[src/hw/rtl/fdnr_pkg.sv]
// Shared types, constants and helper functions of the Newton-Raphson float divider.
`default_nettype none

package fdnr_pkg;

  // Float field layout
  localparam int unsigned FP_W  = 32;
  localparam int unsigned EXP_W = 8;
  localparam int unsigned FRAC_W = 23;
  localparam logic [EXP_W-1:0] EXP_ALL_ONES = 8'hFF;
  localparam logic [EXP_W-1:0] EXP_HALF     = 8'd126;
  localparam logic [EXP_W-1:0] EXP_ONE      = 8'd127;
  localparam int unsigned QUIET_IDX = 22;
  localparam logic [FP_W-1:0] ONE_WORD  = 32'h3F80_0000;
  localparam logic [FP_W-1:0] QNAN_WORD = 32'h7FC0_0000;

  // Seed constants as double significands: 32/17 = K1 * 2^-52, 48/17 = K2 * 2^-51
  localparam logic [52:0] SEED_MUL = 53'h1E1E1E1E1E1E1E;
  localparam logic [52:0] SEED_ADD = 53'h16969696969697;
  localparam int unsigned SEED_LO_W = 27;
  localparam int unsigned SEED_HI_W = 53 - SEED_LO_W;

  // Unit depths
  localparam int unsigned FMUL_LAT = 4;
  localparam int unsigned FADD_LAT = 5;

  localparam int unsigned REFINE_STEPS_DEF = 3;

  // Sideband that rides along with the reciprocal
  typedef struct packed {
    logic            nan;  // scaled dividend is a NaN, bypass the arithmetic
    logic [FP_W-1:0] n2;   // scaled dividend
  } side_t;

  localparam int unsigned SIDE_W = $bits(side_t);

  typedef struct packed {
    logic [FP_W-1:0] x;
    logic [FP_W-1:0] d2;
    side_t           side;
  } step_tag_t;

  localparam int unsigned STEP_TAG_W = $bits(step_tag_t);

  // Leading zero count of a 27-bit word, 27 when zero
  function automatic logic [4:0] lzc27(input logic [26:0] v);
    logic [4:0] n;
    n = 5'd27;
    for (int i = 0; i < 27; i++) begin
      if (v[i]) n = 5'(26 - i);
    end
    return n;
  endfunction

endpackage

`default_nettype wire

[src/hw/rtl/fdnr_fmul.sv]
// Four-stage single-precision multiplier, round to nearest even, with sideband tag.
`default_nettype none

module fdnr_fmul #(
  parameter int unsigned TAG_W = 1
) (
  input  logic             clk_i,
  input  logic             rst_ni,
  input  logic             en_i,
  input  logic             valid_i,
  input  logic [31:0]      a_i,
  input  logic [31:0]      b_i,
  input  logic [TAG_W-1:0] tag_i,
  output logic             valid_o,
  output logic [31:0]      p_o,
  output logic [TAG_W-1:0] tag_o
);
  import fdnr_pkg::*;

  logic [FMUL_LAT-1:0] vld_q;
  logic [TAG_W-1:0]    tag_q [FMUL_LAT];

  // Stage 1: unpack, normalize subnormals, specials
  logic                sa, sb;
  logic [EXP_W-1:0]    efa, efb;
  logic [FRAC_W-1:0]   fra, frb;
  logic [23:0]         ma_raw, mb_raw;
  logic [4:0]          lz_a, lz_b;
  logic a_zero, b_zero, a_inf, b_inf, a_nan, b_nan;
  logic                s1_spec_d;
  logic [31:0]         s1_word_d;

  always_comb begin
    sa  = a_i[31];
    sb  = b_i[31];
    efa = a_i[30:23];
    efb = b_i[30:23];
    fra = a_i[22:0];
    frb = b_i[22:0];
    ma_raw = {efa != '0, fra};
    mb_raw = {efb != '0, frb};
    lz_a = lzc27({ma_raw, 3'b111});
    lz_b = lzc27({mb_raw, 3'b111});
    a_zero = (efa == '0) && (fra == '0);
    b_zero = (efb == '0) && (frb == '0);
    a_inf  = (efa == EXP_ALL_ONES) && (fra == '0);
    b_inf  = (efb == EXP_ALL_ONES) && (frb == '0);
    a_nan  = (efa == EXP_ALL_ONES) && (fra != '0);
    b_nan  = (efb == EXP_ALL_ONES) && (frb != '0);
    s1_spec_d = 1'b1;
    s1_word_d = {sa ^ sb, 31'd0};
    priority if (a_nan) begin
      s1_word_d = a_i;
      s1_word_d[QUIET_IDX] = 1'b1;
    end else if (b_nan) begin
      s1_word_d = b_i;
      s1_word_d[QUIET_IDX] = 1'b1;
    end else if ((a_inf && b_zero) || (a_zero && b_inf)) begin
      s1_word_d = QNAN_WORD;
    end else if (a_inf || b_inf) begin
      s1_word_d = {sa ^ sb, EXP_ALL_ONES, 23'd0};
    end else if (a_zero || b_zero) begin
      s1_word_d = {sa ^ sb, 31'd0};
    end else begin
      s1_spec_d = 1'b0;
    end
  end

  logic               s1_sign_q, s1_spec_q;
  logic [31:0]        s1_word_q;
  logic [23:0]        s1_ma_q, s1_mb_q;
  logic signed [9:0]  s1_ea_q, s1_eb_q;

  always_ff @(posedge clk_i) begin
    if (en_i) begin
      s1_sign_q <= sa ^ sb;
      s1_spec_q <= s1_spec_d;
      s1_word_q <= s1_word_d;
      s1_ma_q   <= 24'(ma_raw << lz_a);
      s1_mb_q   <= 24'(mb_raw << lz_b);
      s1_ea_q   <= (efa == '0) ? (10'sd1 - $signed({5'd0, lz_a})) : $signed({2'd0, efa});
      s1_eb_q   <= (efb == '0) ? (10'sd1 - $signed({5'd0, lz_b})) : $signed({2'd0, efb});
    end
  end

  // Stage 2: significand product and raw exponent
  logic               s2_sign_q, s2_spec_q;
  logic [31:0]        s2_word_q;
  logic [47:0]        s2_prod_q;
  logic signed [9:0]  s2_exp_q;

  always_ff @(posedge clk_i) begin
    if (en_i) begin
      s2_sign_q <= s1_sign_q;
      s2_spec_q <= s1_spec_q;
      s2_word_q <= s1_word_q;
      s2_prod_q <= 48'(s1_ma_q * s1_mb_q);
      s2_exp_q  <= s1_ea_q + s1_eb_q - 10'sd127;
    end
  end

  // Stage 3: normalize, denormalize on underflow, round decision
  logic [47:0]        norm, shq, mask;
  logic signed [9:0]  be, shs;
  logic [4:0]         sh;
  logic               stk, rnd, s3_inc_d, s3_ovf_d;
  logic [30:0]        s3_packed_d;

  always_comb begin
    norm = s2_prod_q[47] ? s2_prod_q : {s2_prod_q[46:0], 1'b0};
    be   = s2_exp_q + $signed({9'd0, s2_prod_q[47]});
    shs  = 10'sd1 - be;
    sh   = 5'd0;
    if (be < 10'sd1) begin
      sh = (shs > 10'sd25) ? 5'd25 : shs[4:0];
    end
    mask = ~({48{1'b1}} << sh);
    shq  = norm >> sh;
    stk  = |(norm & mask);
    rnd  = shq[23];
    s3_inc_d    = rnd & (stk | (|shq[22:0]) | shq[24]);
    s3_ovf_d    = (be >= 10'sd255);
    s3_packed_d = {(be >= 10'sd1) ? be[7:0] : 8'd0, shq[46:24]};
  end

  logic        s3_sign_q, s3_spec_q, s3_inc_q, s3_ovf_q;
  logic [31:0] s3_word_q;
  logic [30:0] s3_packed_q;

  always_ff @(posedge clk_i) begin
    if (en_i) begin
      s3_sign_q   <= s2_sign_q;
      s3_spec_q   <= s2_spec_q;
      s3_word_q   <= s2_word_q;
      s3_inc_q    <= s3_inc_d;
      s3_ovf_q    <= s3_ovf_d;
      s3_packed_q <= s3_packed_d;
    end
  end

  // Stage 4: round and pack; a carry into the exponent makes infinity by itself
  logic [31:0] s4_q;

  always_ff @(posedge clk_i) begin
    if (en_i) begin
      priority if (s3_spec_q) begin
        s4_q <= s3_word_q;
      end else if (s3_ovf_q) begin
        s4_q <= {s3_sign_q, EXP_ALL_ONES, 23'd0};
      end else begin
        s4_q <= {s3_sign_q, s3_packed_q + {30'd0, s3_inc_q}};
      end
    end
  end

  // Valid bits and tag travel with the data
  always_ff @(posedge clk_i or negedge rst_ni) begin
    if (!rst_ni) begin
      vld_q <= '0;
    end else if (en_i) begin
      vld_q <= {vld_q[FMUL_LAT-2:0], valid_i};
    end
  end

  always_ff @(posedge clk_i) begin
    if (en_i) begin
      tag_q[0] <= tag_i;
      for (int i = 1; i < FMUL_LAT; i++) tag_q[i] <= tag_q[i-1];
    end
  end

  assign valid_o = vld_q[FMUL_LAT-1];
  assign p_o     = s4_q;
  assign tag_o   = tag_q[FMUL_LAT-1];

endmodule

`default_nettype wire

[config.mk]
export PLATFORM = sky130hd
export DESIGN_NAME = fdnr_fmul
export DESIGN_NICKNAME = d
export VERILOG_FILES = /design/src/hw/rtl/fdnr_pkg.sv /design/src/hw/rtl/fdnr_fmul.sv
export SDC_FILE = /design/constraint.sdc
export NUM_CORES = 2
export LEC_CHECK = 0
export BUFFER_PORTS_ARGS = -buffer_cell sky130_fd_sc_hd__buf_2
export CAP_MARGIN = 20
export CORE_UTILIZATION = 65
export DETAILED_ROUTE_END_ITERATION = 8
export GPL_TIMING_DRIVEN = 1
export PLACE_DENSITY_LB_ADDON = 0.25
export SLEW_MARGIN = 0
export SYNTH_ARGS = -nofsm -noshare
export SYNTH_HDL_FRONTEND = slang
export SYNTH_SLANG_ARGS = --single-unit
[constraint.sdc]
create_clock -name clk_i -period 9.2 [get_ports clk_i]
set_clock_uncertainty 0.15 [all_clocks]
set_input_delay 0 -clock clk_i [delete_from_list [all_inputs] [get_ports clk_i]]
set_output_delay 0 -clock clk_i [all_outputs]
set_load 0.01 [all_outputs]
---- Yosys cells after proc, flatten, opt, wreduce, memory -nomap -nowiden ----
Memory sizes are Yosys's and may differ from the RTL's.
Index checks and enable logic that the tools add are counted.
word-level totals
  flip-flop bits (word level) ............. 295
  bits in writable memories ............... 4
  input port bits ......................... 69
  output and inout bits ................... 34
  word-level logic and storage cells ...... 134
  memories ................................ 1
memory list
  name   words  width  rd ports  clocked after memory_dff  wr ports  RTL line         RTL
  tag_q  4      1      4         0                         4         fdnr_fmul.sv:21  logic [TAG_W-1:0] tag_q [FMUL_LAT];
cells by class
  add/subtract/negate cells ............... 7
  $mul .................................... 1
  $lt $le $gt $ge ......................... 4
  equal/unequal tests ..................... 2
  shift operators ......................... 4
  muxes and demuxes ....................... 62
  bitwise gates (word level) .............. 6
  reductions and logical operators ........ 23
operator list
  operator                                               count
  2-to-1 mux 5 bit                                       47
  2-to-1 mux 32 bit                                      4
  2-to-1 mux 31 bit                                      2
  AND 48 bit                                             1
  multiplier 24 x 24 -> 48 bit                           1
  2-to-1 mux 48 bit                                      1
  NOT 48 bit                                             1
  OR reduction 48 bit                                    1
  left shift 24 x 5 -> 24 bit                            2
  left shift 48 x 5 -> 48 bit (first input constant)     1
  >> shifter 48 x 5 -> 47 bit                            1
  logical NOT 23 bit                                     2
  nonzero test 23 bit                                    2
  adder 31 x 1 -> 31 bit                                 1
  OR reduction 23 bit                                    1
  equality test 8 bit (second input constant)            2
  logical NOT 8 bit                                      2
  2-to-1 mux 8 bit                                       2
  nonzero test 8 bit                                     2
  2-to-1 mux 4 bit                                       3
  subtractor 1 x 5 -> 6 bit (first input constant)       2
  adder 10 x 2 -> 10 bit                                 1
  adder 9 x 9 -> 10 bit                                  1
  >= comparator 10 x 2 -> 1 bit (second input constant)  1
  13 further kinds                                       25

---- Logic depth before layout (Yosys ltp) ----
  depth in word-level cells ............... 26
  gate-level depth with buffers ........... 30
  depth with buffers taken out ............ 29

---- Worst setup path before layout ----
No wires, ideal clock.
  path kind ............................... register to register
  from .................................... register s1_ma_q[13]
  to ...................................... register s2_prod_q[47], data pin
  library setup time ...................... 0.260 ns
  arrival time ............................ 7.207 ns
  required time ........................... 8.790 ns
  slack ................................... 1.583 ns
  stages on the path, launching flop included .. 30
  path buffers ............................ 1
  clock period less this slack ............ 7.617 ns
  cell sequence ........................... edfxtp_1 > clkbuf_1 > nand2_1 > fa_1 > inv_1 > fa_1 > inv_1 > fa_1 > fa_1 > fa_1 > inv_1 > fa_1 > inv_1 > fa_1 > inv_1 > ha_1 > a21o_1 > a21o_1 > a21o_1 > a211o_1 > o211ai_1 > o221ai_1 > o41ai_1 > o211ai_1 > nand2_1 > o21ai_0 > o2111a_1 > o21bai_1 > a21oi_1 > xnor2_1
between the ends
  longest elaborated chain between the ends .. 1
RTL lines
  element                       RTL line         RTL
  start: declaration            fdnr_fmul.sv:71  logic [23:0] s1_ma_q, s1_mb_q;
  start signal: assignment      fdnr_fmul.sv:79  s1_ma_q <= 24'(ma_raw << lz_a);
  multiplier 24 x 24 -> 48 bit  fdnr_fmul.sv:97  s2_prod_q <= 48'(s1_ma_q * s1_mb_q);
  end signal: assignment        fdnr_fmul.sv:97
  end: declaration              fdnr_fmul.sv:89  logic [47:0] s2_prod_q;
Every way passes these cells.
A chain may end at the register's enable or synchronous reset.

---- Final worst setup path ----
  from .................................... register s1_ma_q[7]
  to ...................................... register s2_prod_q[47], data pin
Same word-level chain as after synthesis.

==> metrics.cfg <==
[sta]
drv_slew=0
relSlewSlack=0.2065
totalNegativeSetupSlack_ns=0
min_period_ns=8.612
worst_pin_slew_ns=1.190
hold_viol_final=0
rsz0062_at_grt=no
fin_ws_ns=0.5884
setup_viol=0
period_share=0.9360
max_freq_mhz=116.1

[synth]
syn-cell-area_sq_um=36240
synth_edf_count=295
avgSynthCellArea_sq_um=9.740
yosysUniqueCellTypes=95
syn_inst=3721
ys_seq_area_frac=0.2472
ys_async_sr_fraction=0.01338
syn_nets=4471
synth_warnings=0
ys_ff_latch=299
synth_ff_type=edfxtp_1

[clock_network]
cts_made_buffers=34
post_cts_buffers=0
clkLatencyLatePin_ns=0.57
cts-root-buf=clkbuf_16
postCtsResizedCells=0
cts_tree=done
clock_path_buffers=3
h-tree-depth=2
cts_sinks=299
clkTransAtPathRegs_ns=0.06

[setup_path]
crit_path_end_kind=register
worstPathRequired_ns=9.36
startpoint_type=register
regToRegSetupSlack_ns=0.59
reg2reg_from=s1_ma_q[7]
worstSetupPathType=reg -> reg
path_common_cell=fa_1
crit_cells=27
path_buf_inv=4
worstSetupEndpoint=s2_prod_q[47]
ff2ff_path_depth=27
crit_fanout=24
worstSetupStartpoint=s1_ma_q[7]
arrival_ns=8.77
cp_top_family=adder cells
cp_slowest_stage_delay_ns=1.13
r2r_end=s2_prod_q[47]
critPathSlowestCell=edfxtp_1

[placement]
place_ws_ns=0.7837
gp_congestion=0.9613
dp_hpwl_mm=74.51
io_buffers=102

[global_route]
grt_pass1_vias=27920
grt_max_degree=202
grt_pass1_wl_mm=152.9
track_usage=0.3491
grt-ovfl-total=0
antenna_found_initial=1

[die]
die_height_um=238.1
start_util=0.6579
io_pins=103
die_w_um=238.1
fp.coreArea_sq_um=55090
die_area_sq_um=56710
num_rows=86

[route]
first_pass_iters=8
drtIter0Drc=2777
routedWlPerCell_um=21.13
routed_wirelength_mm=97.07
via_count=28100
drc=0
vias_per_cell=6.119
antenna_left=0

[finish]
multi_input_area_sq_um=24370
syn2layout_area_growth_pct=8.810
final_common_cell=inv_1
fillCellCount=4067
layout_common_cells=inv_1, fa_1, nand2_1
final_nets=4567
seq_area_sq_um=8959
drive_above_1_share=0.08407

[run]
maxCapViolCount=0

[min_path]
hold_class=in -> reg

[outcome]
status=completed

stage by stage:
step                  util  instance area, sq um  instances  hold WS [ns]
finish              0.7158                 39440       4593       0.05261
global placement    0.6807                 37500       4450       -0.3421
CTS                 0.7150                 39390       4588      0.007861
floorplan                -                 36240       3721       -0.4456
global route        0.7157                 39430       4590       0.04729
detailed placement  0.6807                 37500       4450       -0.3417
Yosys cell counts (5+ instances only):
| master | count | area [sq um] |
|---|---|---|
| a211o_1 | 6 | 52.55 |
| a211oi_1 | 31 | 232.7 |
| a21o_1 | 30 | 225.2 |
| a21oi_1 | 130 | 650.6 |
| a221oi_1 | 6 | 52.55 |
| a22o_1 | 43 | 376.6 |
| a22oi_1 | 6 | 45.04 |
| a31o_2 | 5 | 43.79 |
| a31oi_1 | 21 | 131.4 |
| and2_1 | 298 | 1864 |
| and3_1 | 14 | 87.58 |
| and4_1 | 5 | 43.79 |
| buf_1 | 15 | 56.30 |
| buf_2 | 12 | 60.06 |
| clkbuf_1 | 154 | 578.1 |
| edfxtp_1 | 295 | 8859 |
| fa_1 | 483 | 9669 |
| ha_1 | 198 | 2477 |
| inv_1 | 581 | 2181 |
| mux2_2 | 45 | 506.7 |
| mux2i_1 | 137 | 1371 |
| mux4_2 | 9 | 202.7 |
| nand2_1 | 426 | 1599 |
| nand2b_1 | 23 | 143.9 |
| nand3_1 | 46 | 230.2 |
| nand3b_1 | 7 | 52.55 |
| nand4_1 | 19 | 118.9 |
| nor2_1 | 176 | 660.6 |
| nor2b_1 | 24 | 150.1 |
| nor3_1 | 77 | 385.4 |
| nor4_1 | 22 | 137.6 |
| o211ai_1 | 13 | 97.59 |
| o21a_1 | 13 | 97.59 |
| o21ai_0 | 68 | 340.3 |
| o21bai_1 | 23 | 172.7 |
| o221ai_1 | 10 | 87.58 |
| o22ai_1 | 14 | 87.58 |
| o31a_1 | 5 | 43.79 |
| o31ai_1 | 14 | 105.1 |
| or2_2 | 14 | 87.58 |
| or3_1 | 12 | 75.07 |
| xnor2_1 | 67 | 586.8 |
| xor2_1 | 29 | 254.0 |
worst min-delay path by stage:
| stage | startpoint | to | slack [ns] | cells past startpoint |
|---|---|---|---|---|
| after floorplan | rst_ni | vld_q[0] | -0.45 | 0 |
| after global placement | rst_ni | vld_q[0] | -0.34 | 1 |
| after detailed placement | rst_ni | vld_q[0] | -0.34 | 1 |
| after CTS | b_i[21] | s1_eb_q[1] | 0.008 | 4 |
| after global routing | b_i[21] | s1_eb_q[1] | 0.05 | 4 |
| final | b_i[21] | s1_eb_q[1] | 0.05 | 4 |
final cells by class:
cell class,count,share of cell area
antenna,3,0.0001904
clock buffer,37,0.02186
clock inverter,24,0.006631
inverter,583,0.05549
multi-input combinational,2650,0.6180
sequential,299,0.2272
tap,748,0.02373
timing repair buffer,249,0.04689
timing repair:
action | CTS | global route
hold endpoints to repair | 149 | 0
hold buffers | 77 | 0
setup endpoints to repair | 0 | 0
metal layers:
layer / vias up / wire (um) / global-route usage
met3: 319 / 9751 / 0.06004
met5: - / 13 / 0
met2: 1590 / 44640 / 0.5515
met1: 13740 / 38070 / 0.4793
li1: 12450 / - / -
met4: 2 / 4591 / 0.1484
sequential cells by signal, summed over array words and instances (netlist names), 4 cells and up:
name and count:
s2_exp_q 10, s3_packed_q 31, s2_prod_q 48, p_o 32, s1_ea_q 9, tag_q 4
s1_ma_q 24, s3_word_q 32, vld_q 4, s1_mb_q 24, s1_eb_q 9, s2_word_q 32
s1_word_q 32
tightest hold or removal path, delay by kind of cell:
| family | cells | cell delay (ns) |
|---|---|---|
| buffers and inverters | 2 | 0.41 |
| AND/OR/NAND/NOR | 1 | 0.14 |
| AO/OA/AOI/OAI | 1 | 0.08 |
logic make-up after synthesis:
| kind of cell | after synthesis | synth area share |
|---|---|---|
| fa+ha+maj | 683 | 0.3357 |
| compound gates | 497 | 0.09400 |
| flops | 299 | 0.2472 |
| xor+xnor | 96 | 0.02320 |
| mux | 193 | 0.05820 |
| buf+inv | 772 | 0.08161 |
| simple gates | 1181 | 0.1601 |
Power is not shown: default switching activity piles up to over one toggle a cycle in this logic, so the estimate is an artifact.
